==> src/hdl/nva_pkg.sv <==
// shared types, constants and codes of the note voice allocator
`timescale 1ns / 1ps
`default_nettype none

package nva_pkg;

   // table size and register defaults
   localparam int MAX_CHANNELS_DEFAULT = 8;
   localparam logic [3:0] VOICE_COUNT_RESET = 4'd8;
   localparam logic [7:0] VOL_LIMIT = 8'd15;
   localparam int QUEUE_DEPTH = 2;

   // request operation codes
   typedef enum logic [1:0] {
      OP_NOTE_ON  = 2'd0,
      OP_NOTE_OFF = 2'd1,
      OP_ALL_OFF  = 2'd2,
      OP_NONE     = 2'd3
   } op_type;

   // command codes of a result beat
   typedef enum logic [1:0] {
      CMD_NONE  = 2'd0,
      CMD_START = 2'd1,
      CMD_END   = 2'd2,
      CMD_CUT   = 2'd3
   } cmd_type;

   // back end sequencer states
   typedef enum logic [2:0] {
      ST_IDLE,
      ST_LOOK_RD,
      ST_LOOK_CMP,
      ST_CLAIM,
      ST_CUT,
      ST_EMIT
   } engine_state_type;

   // request beat payload
   typedef struct packed {
      logic [1:0] operation;
      logic [6:0] note_number;
      logic [7:0] volume;
      logic [7:0] source;
      logic [7:0] source_key;
      logic [2:0] start_channel;
      logic [7:0] instrument;
   } req_payload_type;

   // result beat payload
   typedef struct packed {
      logic [1:0] command;
      logic       found;
      logic [2:0] channel;
      logic [6:0] out_note;
      logic [7:0] out_instrument;
      logic       set_volume;
      logic [3:0] out_volume;
      logic       last;
   } rsp_payload_type;

   // classified job handed from the front end to the back end
   typedef struct packed {
      op_type     kind;
      logic [6:0] note;
      logic [7:0] source;
      logic [7:0] source_key;
      logic [2:0] start_channel;
      logic [7:0] instrument;
      logic       set_volume;
      logic [3:0] volume;
   } job_type;

   // owner fields of one channel entry
   typedef struct packed {
      logic [6:0] note;
      logic [7:0] source;
      logic [7:0] source_key;
   } entry_type;

   // final result with nothing found
   localparam rsp_payload_type RSP_NONE = '{
      command: CMD_NONE, found: 1'b0, channel: 3'd0, out_note: 7'd0,
      out_instrument: 8'd0, set_volume: 1'b0, out_volume: 4'd0, last: 1'b1
   };

endpackage

`default_nettype wire

==> src/hdl/nva_if.sv <==
// request and result channel interfaces
`timescale 1ns / 1ps
`default_nettype none

interface nva_req_if;
   import nva_pkg::*;
   logic            valid;
   logic            ready;
   req_payload_type payload;

   modport source (output valid, output payload, input ready);
   modport sink (input valid, input payload, output ready);
endinterface

interface nva_rsp_if;
   import nva_pkg::*;
   logic            valid;
   logic            ready;
   rsp_payload_type payload;

   modport source (output valid, output payload, input ready);
   modport sink (input valid, input payload, output ready);
endinterface

`default_nettype wire

==> src/hdl/nva_front.sv <==
// front end: takes request beats and classifies them into jobs
`timescale 1ns / 1ps
`default_nettype none

module nva_front (
   nva_req_if.sink          req_port,
   output logic             push_valid,
   input  logic             push_ready,
   output nva_pkg::job_type push_data
);
   import nva_pkg::*;

   logic vol_ok;

   // handshake passes straight to the job queue
   assign push_valid = req_port.valid;
   assign req_port.ready = push_ready;

   // volume applies only at or below the limit
   assign vol_ok = (req_port.payload.volume <= VOL_LIMIT);

   // decode the request into a job
   always_comb begin
      push_data.kind = op_type'(req_port.payload.operation);
      push_data.note = req_port.payload.note_number;
      push_data.source = req_port.payload.source;
      push_data.source_key = req_port.payload.source_key;
      push_data.start_channel = req_port.payload.start_channel;
      push_data.instrument = req_port.payload.instrument;
      push_data.set_volume = vol_ok;
      push_data.volume = vol_ok ? req_port.payload.volume[3:0] : 4'd0;
   end

endmodule

`default_nettype wire

==> src/hdl/nva_queue.sv <==
// short job queue between front end and back end
`timescale 1ns / 1ps
`default_nettype none

module nva_queue (
   input  logic             clock,
   input  logic             reset,
   input  logic             push_valid,
   output logic             push_ready,
   input  nva_pkg::job_type push_data,
   output logic             pop_valid,
   input  logic             pop_ready,
   output nva_pkg::job_type pop_data
);
   import nva_pkg::*;

   localparam int PW = (QUEUE_DEPTH > 1) ? $clog2(QUEUE_DEPTH) : 1;
   localparam int CW = $clog2(QUEUE_DEPTH + 1);

   job_type         slot_ff [QUEUE_DEPTH];
   logic [PW-1:0]   wr_ptr_ff, wr_ptr_in;
   logic [PW-1:0]   rd_ptr_ff, rd_ptr_in;
   logic [CW-1:0]   count_ff, count_in;
   logic            do_push, do_pop;

   assign push_ready = (count_ff != CW'(QUEUE_DEPTH));
   assign pop_valid = (count_ff != '0);
   assign pop_data = slot_ff[rd_ptr_ff];
   assign do_push = push_valid && push_ready;
   assign do_pop = pop_valid && pop_ready;

   // pointer and fill count update
   always_comb begin
      wr_ptr_in = wr_ptr_ff;
      rd_ptr_in = rd_ptr_ff;
      count_in = count_ff;
      if (do_push) begin
         wr_ptr_in = (wr_ptr_ff == PW'(QUEUE_DEPTH - 1)) ? '0 : wr_ptr_ff + 1'b1;
      end
      if (do_pop) begin
         rd_ptr_in = (rd_ptr_ff == PW'(QUEUE_DEPTH - 1)) ? '0 : rd_ptr_ff + 1'b1;
      end
      if (do_push && !do_pop) begin
         count_in = count_ff + 1'b1;
      end else if (do_pop && !do_push) begin
         count_in = count_ff - 1'b1;
      end
   end

   always_ff @(posedge clock) begin
      if (reset) begin
         wr_ptr_ff <= '0;
         rd_ptr_ff <= '0;
         count_ff <= '0;
      end else begin
         wr_ptr_ff <= wr_ptr_in;
         rd_ptr_ff <= rd_ptr_in;
         count_ff <= count_in;
      end
   end

   // slot storage
   always_ff @(posedge clock) begin
      if (do_push) begin
         slot_ff[wr_ptr_ff] <= push_data;
      end
   end

endmodule

`default_nettype wire

==> src/hdl/nva_engine.sv <==
// back end: channel table, scan sequencer and result register
`timescale 1ns / 1ps
`default_nettype none

module nva_engine #(
   parameter int MAX_CHANNELS = nva_pkg::MAX_CHANNELS_DEFAULT
) (
   input  logic             clock,
   input  logic             reset,
   input  logic [3:0]       voice_count,
   input  logic             job_valid,
   output logic             job_pop,
   input  nva_pkg::job_type job_data,
   nva_rsp_if.source        rsp_port
);
   import nva_pkg::*;

   localparam int IW = (MAX_CHANNELS > 1) ? $clog2(MAX_CHANNELS) : 1;
   localparam int LW = ($clog2(MAX_CHANNELS + 1) > 4) ? $clog2(MAX_CHANNELS + 1) : 4;

   engine_state_type       state_ff, state_in;
   job_type                job_ff, job_in;
   logic [LW-1:0]          c_ff, c_in;
   rsp_payload_type        res_ff, res_in;
   logic                   held_ff, held_in;
   logic [2:0]             held_ch_ff, held_ch_in;
   logic [MAX_CHANNELS-1:0] active_ff, active_in;
   logic                   rsp_valid_ff, rsp_valid_in;
   rsp_payload_type        rsp_data_ff, rsp_data_in;

   entry_type              entry_mem [MAX_CHANNELS];
   entry_type              rd_data_ff;
   entry_type              wr_entry;
   logic                   mem_we;

   logic [LW-1:0]          count_wide;
   logic [LW-1:0]          lim;
   logic [IW-1:0]          c_idx;
   logic                   in_range;
   logic                   cur_active;
   logic                   hit;
   logic                   claim_go;
   logic                   out_ready;

   // scan limit is the smaller of register and table size
   assign count_wide = LW'(voice_count);
   assign lim = (count_wide > LW'(MAX_CHANNELS)) ? LW'(MAX_CHANNELS) : count_wide;

   // scan position and per-entry tests
   assign c_idx = c_ff[IW-1:0];
   assign in_range = (c_ff < lim);
   assign cur_active = active_ff[c_idx];
   assign hit = cur_active && (rd_data_ff.note == job_ff.note)
                && (rd_data_ff.source == job_ff.source)
                && (rd_data_ff.source_key == job_ff.source_key);
   assign claim_go = in_range && !cur_active;
   assign out_ready = !rsp_valid_ff || rsp_port.ready;
   assign job_pop = (state_ff == ST_IDLE) && job_valid;

   assign wr_entry.note = job_ff.note;
   assign wr_entry.source = job_ff.source;
   assign wr_entry.source_key = job_ff.source_key;

   assign rsp_port.valid = rsp_valid_ff;
   assign rsp_port.payload = rsp_data_ff;

   // next state
   always_comb begin
      state_in = state_ff;
      case (state_ff)
         ST_IDLE: begin
            if (job_valid) begin
               case (job_data.kind)
                  OP_NONE:    state_in = ST_EMIT;
                  OP_ALL_OFF: state_in = ST_CUT;
                  default:    state_in = ST_LOOK_RD;
               endcase
            end
         end
         ST_LOOK_RD: begin
            if (!in_range) begin
               state_in = (job_ff.kind == OP_NOTE_ON) ? ST_CLAIM : ST_EMIT;
            end else begin
               state_in = ST_LOOK_CMP;
            end
         end
         ST_LOOK_CMP: begin
            state_in = hit ? ST_EMIT : ST_LOOK_RD;
         end
         ST_CLAIM: begin
            if (!in_range || !cur_active) begin
               state_in = ST_EMIT;
            end
         end
         ST_CUT: begin
            if (!in_range || (cur_active && held_ff)) begin
               state_in = ST_EMIT;
            end
         end
         ST_EMIT: begin
            if (out_ready) begin
               state_in = res_ff.last ? ST_IDLE : ST_CUT;
            end
         end
         default: state_in = ST_IDLE;
      endcase
   end

   // datapath and table updates
   always_comb begin
      job_in = job_ff;
      c_in = c_ff;
      res_in = res_ff;
      held_in = held_ff;
      held_ch_in = held_ch_ff;
      active_in = active_ff;
      mem_we = 1'b0;
      rsp_valid_in = rsp_valid_ff && !rsp_port.ready;
      rsp_data_in = rsp_data_ff;
      case (state_ff)
         ST_IDLE: begin
            if (job_valid) begin
               job_in = job_data;
               c_in = '0;
               held_in = 1'b0;
               res_in = RSP_NONE;
            end
         end
         ST_LOOK_RD: begin
            // entry read is issued by the memory block at c_idx
            if (!in_range && (job_ff.kind == OP_NOTE_ON)) begin
               c_in = LW'(job_ff.start_channel);
            end
         end
         ST_LOOK_CMP: begin
            if (hit) begin
               res_in = RSP_NONE;
               res_in.found = 1'b1;
               res_in.channel = c_ff[2:0];
               if (job_ff.kind == OP_NOTE_OFF) begin
                  res_in.command = CMD_END;
                  active_in[c_idx] = 1'b0;
               end
            end else begin
               c_in = c_ff + 1'b1;
            end
         end
         ST_CLAIM: begin
            if (!in_range) begin
               res_in = RSP_NONE;
            end else if (!cur_active) begin
               active_in[c_idx] = 1'b1;
               mem_we = 1'b1;
               res_in = RSP_NONE;
               res_in.command = CMD_START;
               res_in.found = 1'b1;
               res_in.channel = c_ff[2:0];
               res_in.out_note = job_ff.note;
               res_in.out_instrument = job_ff.instrument;
               res_in.set_volume = job_ff.set_volume;
               res_in.out_volume = job_ff.volume;
            end else begin
               c_in = c_ff + 1'b1;
            end
         end
         ST_CUT: begin
            // one cut is held back so the final one can carry last
            if (!in_range) begin
               res_in = RSP_NONE;
               if (held_ff) begin
                  res_in.command = CMD_CUT;
                  res_in.found = 1'b1;
                  res_in.channel = held_ch_ff;
               end
            end else begin
               if (cur_active) begin
                  active_in[c_idx] = 1'b0;
                  held_in = 1'b1;
                  held_ch_in = c_ff[2:0];
                  if (held_ff) begin
                     res_in = RSP_NONE;
                     res_in.command = CMD_CUT;
                     res_in.found = 1'b1;
                     res_in.channel = held_ch_ff;
                     res_in.last = 1'b0;
                  end
               end
               c_in = c_ff + 1'b1;
            end
         end
         ST_EMIT: begin
            if (out_ready) begin
               rsp_valid_in = 1'b1;
               rsp_data_in = res_ff;
            end
         end
         default: begin
         end
      endcase
   end

   // control registers
   always_ff @(posedge clock) begin
      if (reset) begin
         state_ff <= ST_IDLE;
         active_ff <= '0;
         rsp_valid_ff <= 1'b0;
         held_ff <= 1'b0;
      end else begin
         state_ff <= state_in;
         active_ff <= active_in;
         rsp_valid_ff <= rsp_valid_in;
         held_ff <= held_in;
      end
   end

   // payload registers
   always_ff @(posedge clock) begin
      job_ff <= job_in;
      c_ff <= c_in;
      res_ff <= res_in;
      held_ch_ff <= held_ch_in;
      rsp_data_ff <= rsp_data_in;
   end

   // entry owner memory, one port, registered read
   always_ff @(posedge clock) begin
      if (mem_we) begin
         entry_mem[c_idx] <= wr_entry;
      end
      rd_data_ff <= entry_mem[c_idx];
   end

   // a start beat is always a final, found result
   assert property (@(posedge clock) disable iff (reset)
      (rsp_valid_ff && (rsp_data_ff.command == CMD_START))
      |-> (rsp_data_ff.found && rsp_data_ff.last))
      else $error("start beat without found or last");

   // a claimed channel is active right after the claim
   assert property (@(posedge clock) disable iff (reset)
      ((state_ff == ST_CLAIM) && claim_go) |=> active_ff[$past(c_idx)])
      else $error("claimed channel not marked active");

   // entry compare only ever looks below the scan limit
   assert property (@(posedge clock) disable iff (reset)
      (state_ff == ST_LOOK_CMP) |-> (c_ff < lim))
      else $error("entry compare beyond scan limit");

   // a beat without a channel carries no channel number or command
   assert property (@(posedge clock) disable iff (reset)
      (rsp_valid_ff && !rsp_data_ff.found)
      |-> ((rsp_data_ff.channel == 3'd0) && (rsp_data_ff.command == CMD_NONE)))
      else $error("not-found beat carries a channel or command");

   // jobs leave the queue only while the sequencer is idle
   assert property (@(posedge clock) disable iff (reset)
      job_pop |=> (state_ff != ST_IDLE))
      else $error("job popped without starting work");

endmodule

`default_nettype wire

==> src/hdl/note_voice_allocator_top.sv <==
// top level of the note voice allocator
//
//   channel   dir  beat contents
//   req_port  in   operation, note, volume, owner, start channel, instrument
//   rsp_port  out  command, found, channel, note, instrument, volume, last
//   csr_*     in   voice count write, 4 bits, no read-back
//
// the back end walks the channel table: a lookup reads each entry from the
// single-port owner memory and then compares it, a claim tests the active
// marks from the start channel upward, and all-off tests every entry below
// the limit; each result beat passes through the emit state, and a beat
// waits there for rsp ready.
// reset clears the active marks at once; there is no clearing pass.
// the request side keeps accepting into a two-job queue while a result
// beat waits in the output register.
`timescale 1ns / 1ps
`default_nettype none

module note_voice_allocator_top #(
   parameter int MAX_CHANNELS = nva_pkg::MAX_CHANNELS_DEFAULT
) (
   input  logic       clock,
   input  logic       reset,
   input  logic       csr_write_enable,
   input  logic [3:0] csr_write_data,
   nva_req_if.sink    req_port,
   nva_rsp_if.source  rsp_port
);
   import nva_pkg::*;

   logic [3:0] voice_count_ff, voice_count_in;
   logic       push_valid, push_ready;
   job_type    push_data;
   logic       job_valid, job_pop;
   job_type    job_data;

   // voice count register
   assign voice_count_in = csr_write_enable ? csr_write_data : voice_count_ff;

   always_ff @(posedge clock) begin
      if (reset) begin
         voice_count_ff <= VOICE_COUNT_RESET;
      end else begin
         voice_count_ff <= voice_count_in;
      end
   end

   nva_front u_front (
      .req_port   (req_port),
      .push_valid (push_valid),
      .push_ready (push_ready),
      .push_data  (push_data)
   );

   nva_queue u_queue (
      .clock      (clock),
      .reset      (reset),
      .push_valid (push_valid),
      .push_ready (push_ready),
      .push_data  (push_data),
      .pop_valid  (job_valid),
      .pop_ready  (job_pop),
      .pop_data   (job_data)
   );

   nva_engine #(
      .MAX_CHANNELS (MAX_CHANNELS)
   ) u_engine (
      .clock       (clock),
      .reset       (reset),
      .voice_count (voice_count_ff),
      .job_valid   (job_valid),
      .job_pop     (job_pop),
      .job_data    (job_data),
      .rsp_port    (rsp_port)
   );

endmodule

`default_nettype wire

==> src/flat_wrapper.sv <==
// flat-port wrapper written by rule: the top's interface ports become plain ports
module note_voice_allocator_top_flat import nva_pkg::*;
#(
   parameter int MAX_CHANNELS = nva_pkg::MAX_CHANNELS_DEFAULT
)
  (clock, reset, csr_write_enable, csr_write_data, req_port_valid, req_port_payload, req_port_ready, rsp_port_valid, rsp_port_payload, rsp_port_ready);
  nva_req_if req_port_i ();
  nva_rsp_if rsp_port_i ();
  input  logic clock;
  input  logic reset;
  input  logic csr_write_enable;
  input  logic [3:0] csr_write_data;
  input wire logic [$bits(req_port_i.valid)-1:0] req_port_valid;
  input wire logic [$bits(req_port_i.payload)-1:0] req_port_payload;
  output wire logic [$bits(req_port_i.ready)-1:0] req_port_ready;
  output wire logic [$bits(rsp_port_i.valid)-1:0] rsp_port_valid;
  output wire logic [$bits(rsp_port_i.payload)-1:0] rsp_port_payload;
  input wire logic [$bits(rsp_port_i.ready)-1:0] rsp_port_ready;
  assign req_port_i.valid = req_port_valid;
  assign req_port_i.payload = req_port_payload;
  assign req_port_ready = req_port_i.ready;
  assign rsp_port_valid = rsp_port_i.valid;
  assign rsp_port_payload = rsp_port_i.payload;
  assign rsp_port_i.ready = rsp_port_ready;
  note_voice_allocator_top #(.MAX_CHANNELS(MAX_CHANNELS)) u_core (.clock(clock), .reset(reset), .csr_write_enable(csr_write_enable), .csr_write_data(csr_write_data), .req_port(req_port_i), .rsp_port(rsp_port_i));
endmodule
==> config.mk <==
export PLATFORM = sky130hd
export DESIGN_NAME = note_voice_allocator_top_flat
export DESIGN_NICKNAME = d
export VERILOG_FILES = /design/src/hdl/nva_pkg.sv /design/src/hdl/nva_if.sv /design/src/hdl/nva_front.sv /design/src/hdl/nva_queue.sv /design/src/hdl/nva_engine.sv /design/src/hdl/note_voice_allocator_top.sv /design/src/flat_wrapper.sv
export SDC_FILE = /design/constraint.sdc
export NUM_CORES = 1
export LEC_CHECK = 0
export BUFFER_PORTS_ARGS = -buffer_cell sky130_fd_sc_hd__buf_2
export CORE_MARGIN = 5
export CORE_UTILIZATION = 60
export CTS_CLUSTER_SIZE = 8
export DETAILED_ROUTE_END_ITERATION = 8
export PLACE_DENSITY = 0.79
export SLEW_MARGIN = 10
export SYNTH_ARGS = -nofsm -noshare
export SYNTH_HDL_FRONTEND = slang
export SYNTH_SLANG_ARGS = --single-unit
==> constraint.sdc <==
create_clock -name clock -period 16.27 [get_ports clock]
set_input_delay 0.8135 -clock clock [delete_from_list [all_inputs] [get_ports clock]]
set_output_delay 0.8135 -clock clock [all_outputs]
set_load 0.03 [all_outputs]
==> key figures <==
Pwr
  • Leak: 6.023 nW
  • Clock power share: 0.332
  • PD cells: 187.1 nW/um^2
  • Sequential power share: 0.501
  • Combinational fraction of design power: 0.167
  • Pint: ~2.3 mW
  • Net switching power: 0.9341 mW
  • Max VDD drop: between 0.15 and 0.2 mV
  • Sw Ratio: 0.2861

CTS
  • Clk slew on worst S/H paths: roughly 0.050 ns
  • Post-CTS setup buffers: 0
  • Worst skew pair latency: 0.57 ns
  • Sink Count: 413
  • CTS tree: yes
  • CTS Hold Bufs: 0
  • CTS root buf: clkbuf_16
  • Clk buf depth: 3
  • Post-CTS Resized: 0
  • H-tree Lvls: 2
  • CTS buffer count: 57

Setup path
  • Worst path max stage delay: about 1.0 ns
  • CP startpoint kind: register
  • Worst Path Required: between 15 and 20 ns
  • Crit path cell chain: ha_1 > a21o_1 > a21oi_2 > and2_1 > and3_1
  • Crit path buf inv count: 0
  • Critical path class: register to register
  • Crit-path leading delay family: simple AND/OR/NAND/NOR gates
  • Setup crit end kind: register
  • Worst path slowest cell: and3_1
  • CP arrival: around 4.1 ns
  • FF-to-FF path depth: 5
  • Maximum fanout along the worst path: 26
  • Crit. path cell count: 5

Hold path
  • Hold WC Path Type: register to register
  • Hold path depth: 0

Die
  • Core area: around 24000 sq um
  • Die ar.: approximately 28000 sq um
  • I/O pin count: 82
  • Die W: ~170 microns
  • FP Rows: 57
  • Die height: 167.7 microns
  • Starting Density: 0.6116

Global route
  • Initial antenna violation count: 0
  • Vias in the first global route: 8448
  • Pin count of the biggest net entering global routing: 44
  • First-pass GRT wire length: 47900 microns
  • Overall Global Routing Usage: 0.2207
  • GRT overflow: 0

Yosys
  • Distinct cells, synth: 51
  • Sequential fraction of the synthesis area: 0.8012
  • Post-Synthesis Cells: 836
  • Post-Syn Nets: a little under 900
  • Yosys warning count: 0
  • Yosys reg bits: roughly 410
  • Synth Area per Inst: 17.84 sq um
  • Cell area after synthesis: 14920 sq um

Route
  • DRT Pass-1 Iters: 6
  • Detail Route Antenna Nets: 0
  • DR vias: 8059
  • Via density: 6.069
  • Remaining DRCs: 0
  • DRT Wirelength: about 31000 microns
  • WL/cell: roughly 23 microns
  • First-iteration detailed-routing DRC count: 674

Placed design
  • Setup WS pre-CTS: 12.40 ns
  • DP Area: 15780 sq um
  • IO Port Bufs: between 80 and 90
  • Post-DP HPWL: 17490 microns
  • Final GP Congestion: 0.8785

STA
  • Setup TNS: 0 ns
  • RSZ-0062 raised after global routing: no
  • Post-route minimum period: 3.916 ns
  • Fin. Hold Viols: 0
  • Max_slew headroom: 0.2167
  • Final WS setup: between 10 and 15 ns
  • Fin. max-slew vios: 0
  • F_max: between 0.2 and 0.3 GHz
  • Post-route clock skew: 0.01530 ns
  • Fin crit share: 0.2407
  • Setup violators final: 0
  • Slew @ Worst Pin: approximately 1.2 ns
  • Worst hold slack: 0.4178 ns

Layout
  • Nets@finish: 1013
  • Multi-input gate area in the final layout: 2846 sq um
  • Commonest non-fill, non-tap cells in the layout: edfxtp_1, a22oi_1, buf_2, clkbuf_16, clkbuf_1
  • Fillers: 1453
  • Diodes inserted: 0
  • Core Util, Final: 0.7155
  • Flip-flop and latch area: 11950 sq um
  • Final instance area: 17450 sq um
  • Synth-to-layout area growth: 16.99%
  • Layout cells sized above 1: 0.2241
  • Commonest non-fill, non-tap cell in the layout: edfxtp_1

Job
  • Max-cap viol count: 0

Run status
  • Status: completed
[synthesized netlist by cell type, drive strengths merged]
library cell	count	area, sq um
a21o	1	7.510
a21oi	12	60.06
a221oi	4	35.03
a22o	6	52.55
a22oi	88	660.6
a311oi	2	17.52
a31o	2	17.52
a31oi	1	6.260
a32o	1	10.01
a32oi	1	8.760
a41oi	1	8.760
and2	11	71.32
and3	29	181.4
and3b	3	26.28
buf	3	17.52
clkbuf	37	138.9
dfxtp	45	900.9
edfxtp	368	11050
ha	5	62.56
inv	6	22.52
mux2	41	465.4
mux2i	10	103.9
mux4	2	45.04
nand2	21	78.83
nand2b	6	37.54
nand3	11	72.57
nand3b	2	15.01
nand4	28	181.4
nor2	28	105.1
nor2b	4	25.02
nor3	4	25.02
nor3b	3	22.52
nor4	3	18.77
o211a	1	10.01
o211ai	2	15.01
o21ai	9	45.04
o22ai	2	12.51
or2	2	12.51
or3	1	6.260
or3b	2	17.52
xnor2	24	210.2
xor2	4	35.03
[cell type report]
class / count / share of cell area
Multi-Input combinational cell: 377 / 0.1631
Clock inverter: 4 / 0.004230
Inverter: 6 / 0.001291
Sequential cell: 413 / 0.6849
Tap cell: 324 / 0.02323
Clock buffer: 104 / 0.09184
Timing Repair Buffer: 100 / 0.03140
[flip-flops by register name, indices dropped and copies added (netlist names), named ones only]
signal	count
u_core.u_queue.slot_ff	82
u_core.u_engine.rd_data_ff	23
u_core.u_engine.job_ff	41
u_core.u_engine.entry_mem	184
u_core.voice_count_ff	4
u_core.u_queue.count_ff	2
u_core.u_engine.held_ff	1
u_core.u_engine.res_ff	27
u_core.u_queue.wr_ptr_ff	1
u_core.u_engine.rsp_port.valid	1
u_core.u_engine.state_ff	3
u_core.u_engine.c_ff	4
u_core.u_engine.held_ch_ff	3
u_core.u_engine.rsp_port.payload	27
u_core.u_queue.rd_ptr_ff	1
[metal layers]
| metal | up-vias | wire, microns | global-route usage |
|---|---|---|---|
| li1 | 3570 | - | - |
| met5 | - | 0 | 0 |
| met4 | 0 | 570 | 0.06916 |
| met3 | 52 | 2433 | 0.04031 |
| met1 | 4036 | 12270 | 0.3047 |
| met2 | 401 | 15490 | 0.3638 |
[power groups by stage]
| stage | clock, mW | sequential, mW | combinational [mW] |
|---|---|---|---|
| finish | 1.08 | 1.64 | 0.545 |
| global route | 1.15 | 1.65 | 0.595 |
| CTS | 1.09 | 1.63 | 0.547 |
| detailed placement | 0 | 1.65 | 0.537 |
| global placement | 0 | 1.63 | 0.526 |
| floorplan | 0 | 1.58 | 0.392 |
[worst register-to-register path, cell delays in order (launching register included)]
cell      delay (ns)
edfxtp_1        0.68
ha_1            0.38
a21o_1          0.21
a21oi_2         0.77
and2_1          0.46
and3_1          1.01
[worst paths after layout]
| kind | from | endpoint | slack [ns] |
|---|---|---|---|
| max | u_core.u_engine.c_ff[2]$_DFFE_PP_ | u_core.u_engine.entry_mem[3][22]$_DFFE_PP_ | 12.35 |
| min | u_core.u_engine.res_ff[8]$_DFFE_PP_ | u_core.u_engine.rsp_port.payload[8]$_DFFE_PP_ | 0.42 |
| max reg2reg | u_core.u_engine.c_ff[2]$_DFFE_PP_ | u_core.u_engine.entry_mem[3][22]$_DFFE_PP_ | 12.35 |
| min reg2reg | u_core.u_engine.res_ff[8]$_DFFE_PP_ | u_core.u_engine.rsp_port.payload[8]$_DFFE_PP_ | 0.42 |
[logic make-up (layout without fill, tap and decap cells)]
kind of cell / Yosys count / in the layout / share of synthesized area
AOI/OAI and AO/OA: 133 / 133 / 0.06484
muxes: 53 / 53 / 0.04118
adders and majority gates: 5 / 5 / 0.004194
and+or+nand+nor: 158 / 158 / 0.06014
DFF: 413 / 413 / 0.8012
xor gates and xnor gates: 28 / 28 / 0.01644
buffers and inverters: 46 / 214 / 0.01199
[per-stage QoR]
step                      power [mW]  instances
after floorplan                1.970        836
after global placement         2.158       1220
after detailed placement       2.186       1220
after CTS                      3.274       1328
after global routing           3.404       1328
final                          3.265       1328
Power figures use the tool's default switching activity.
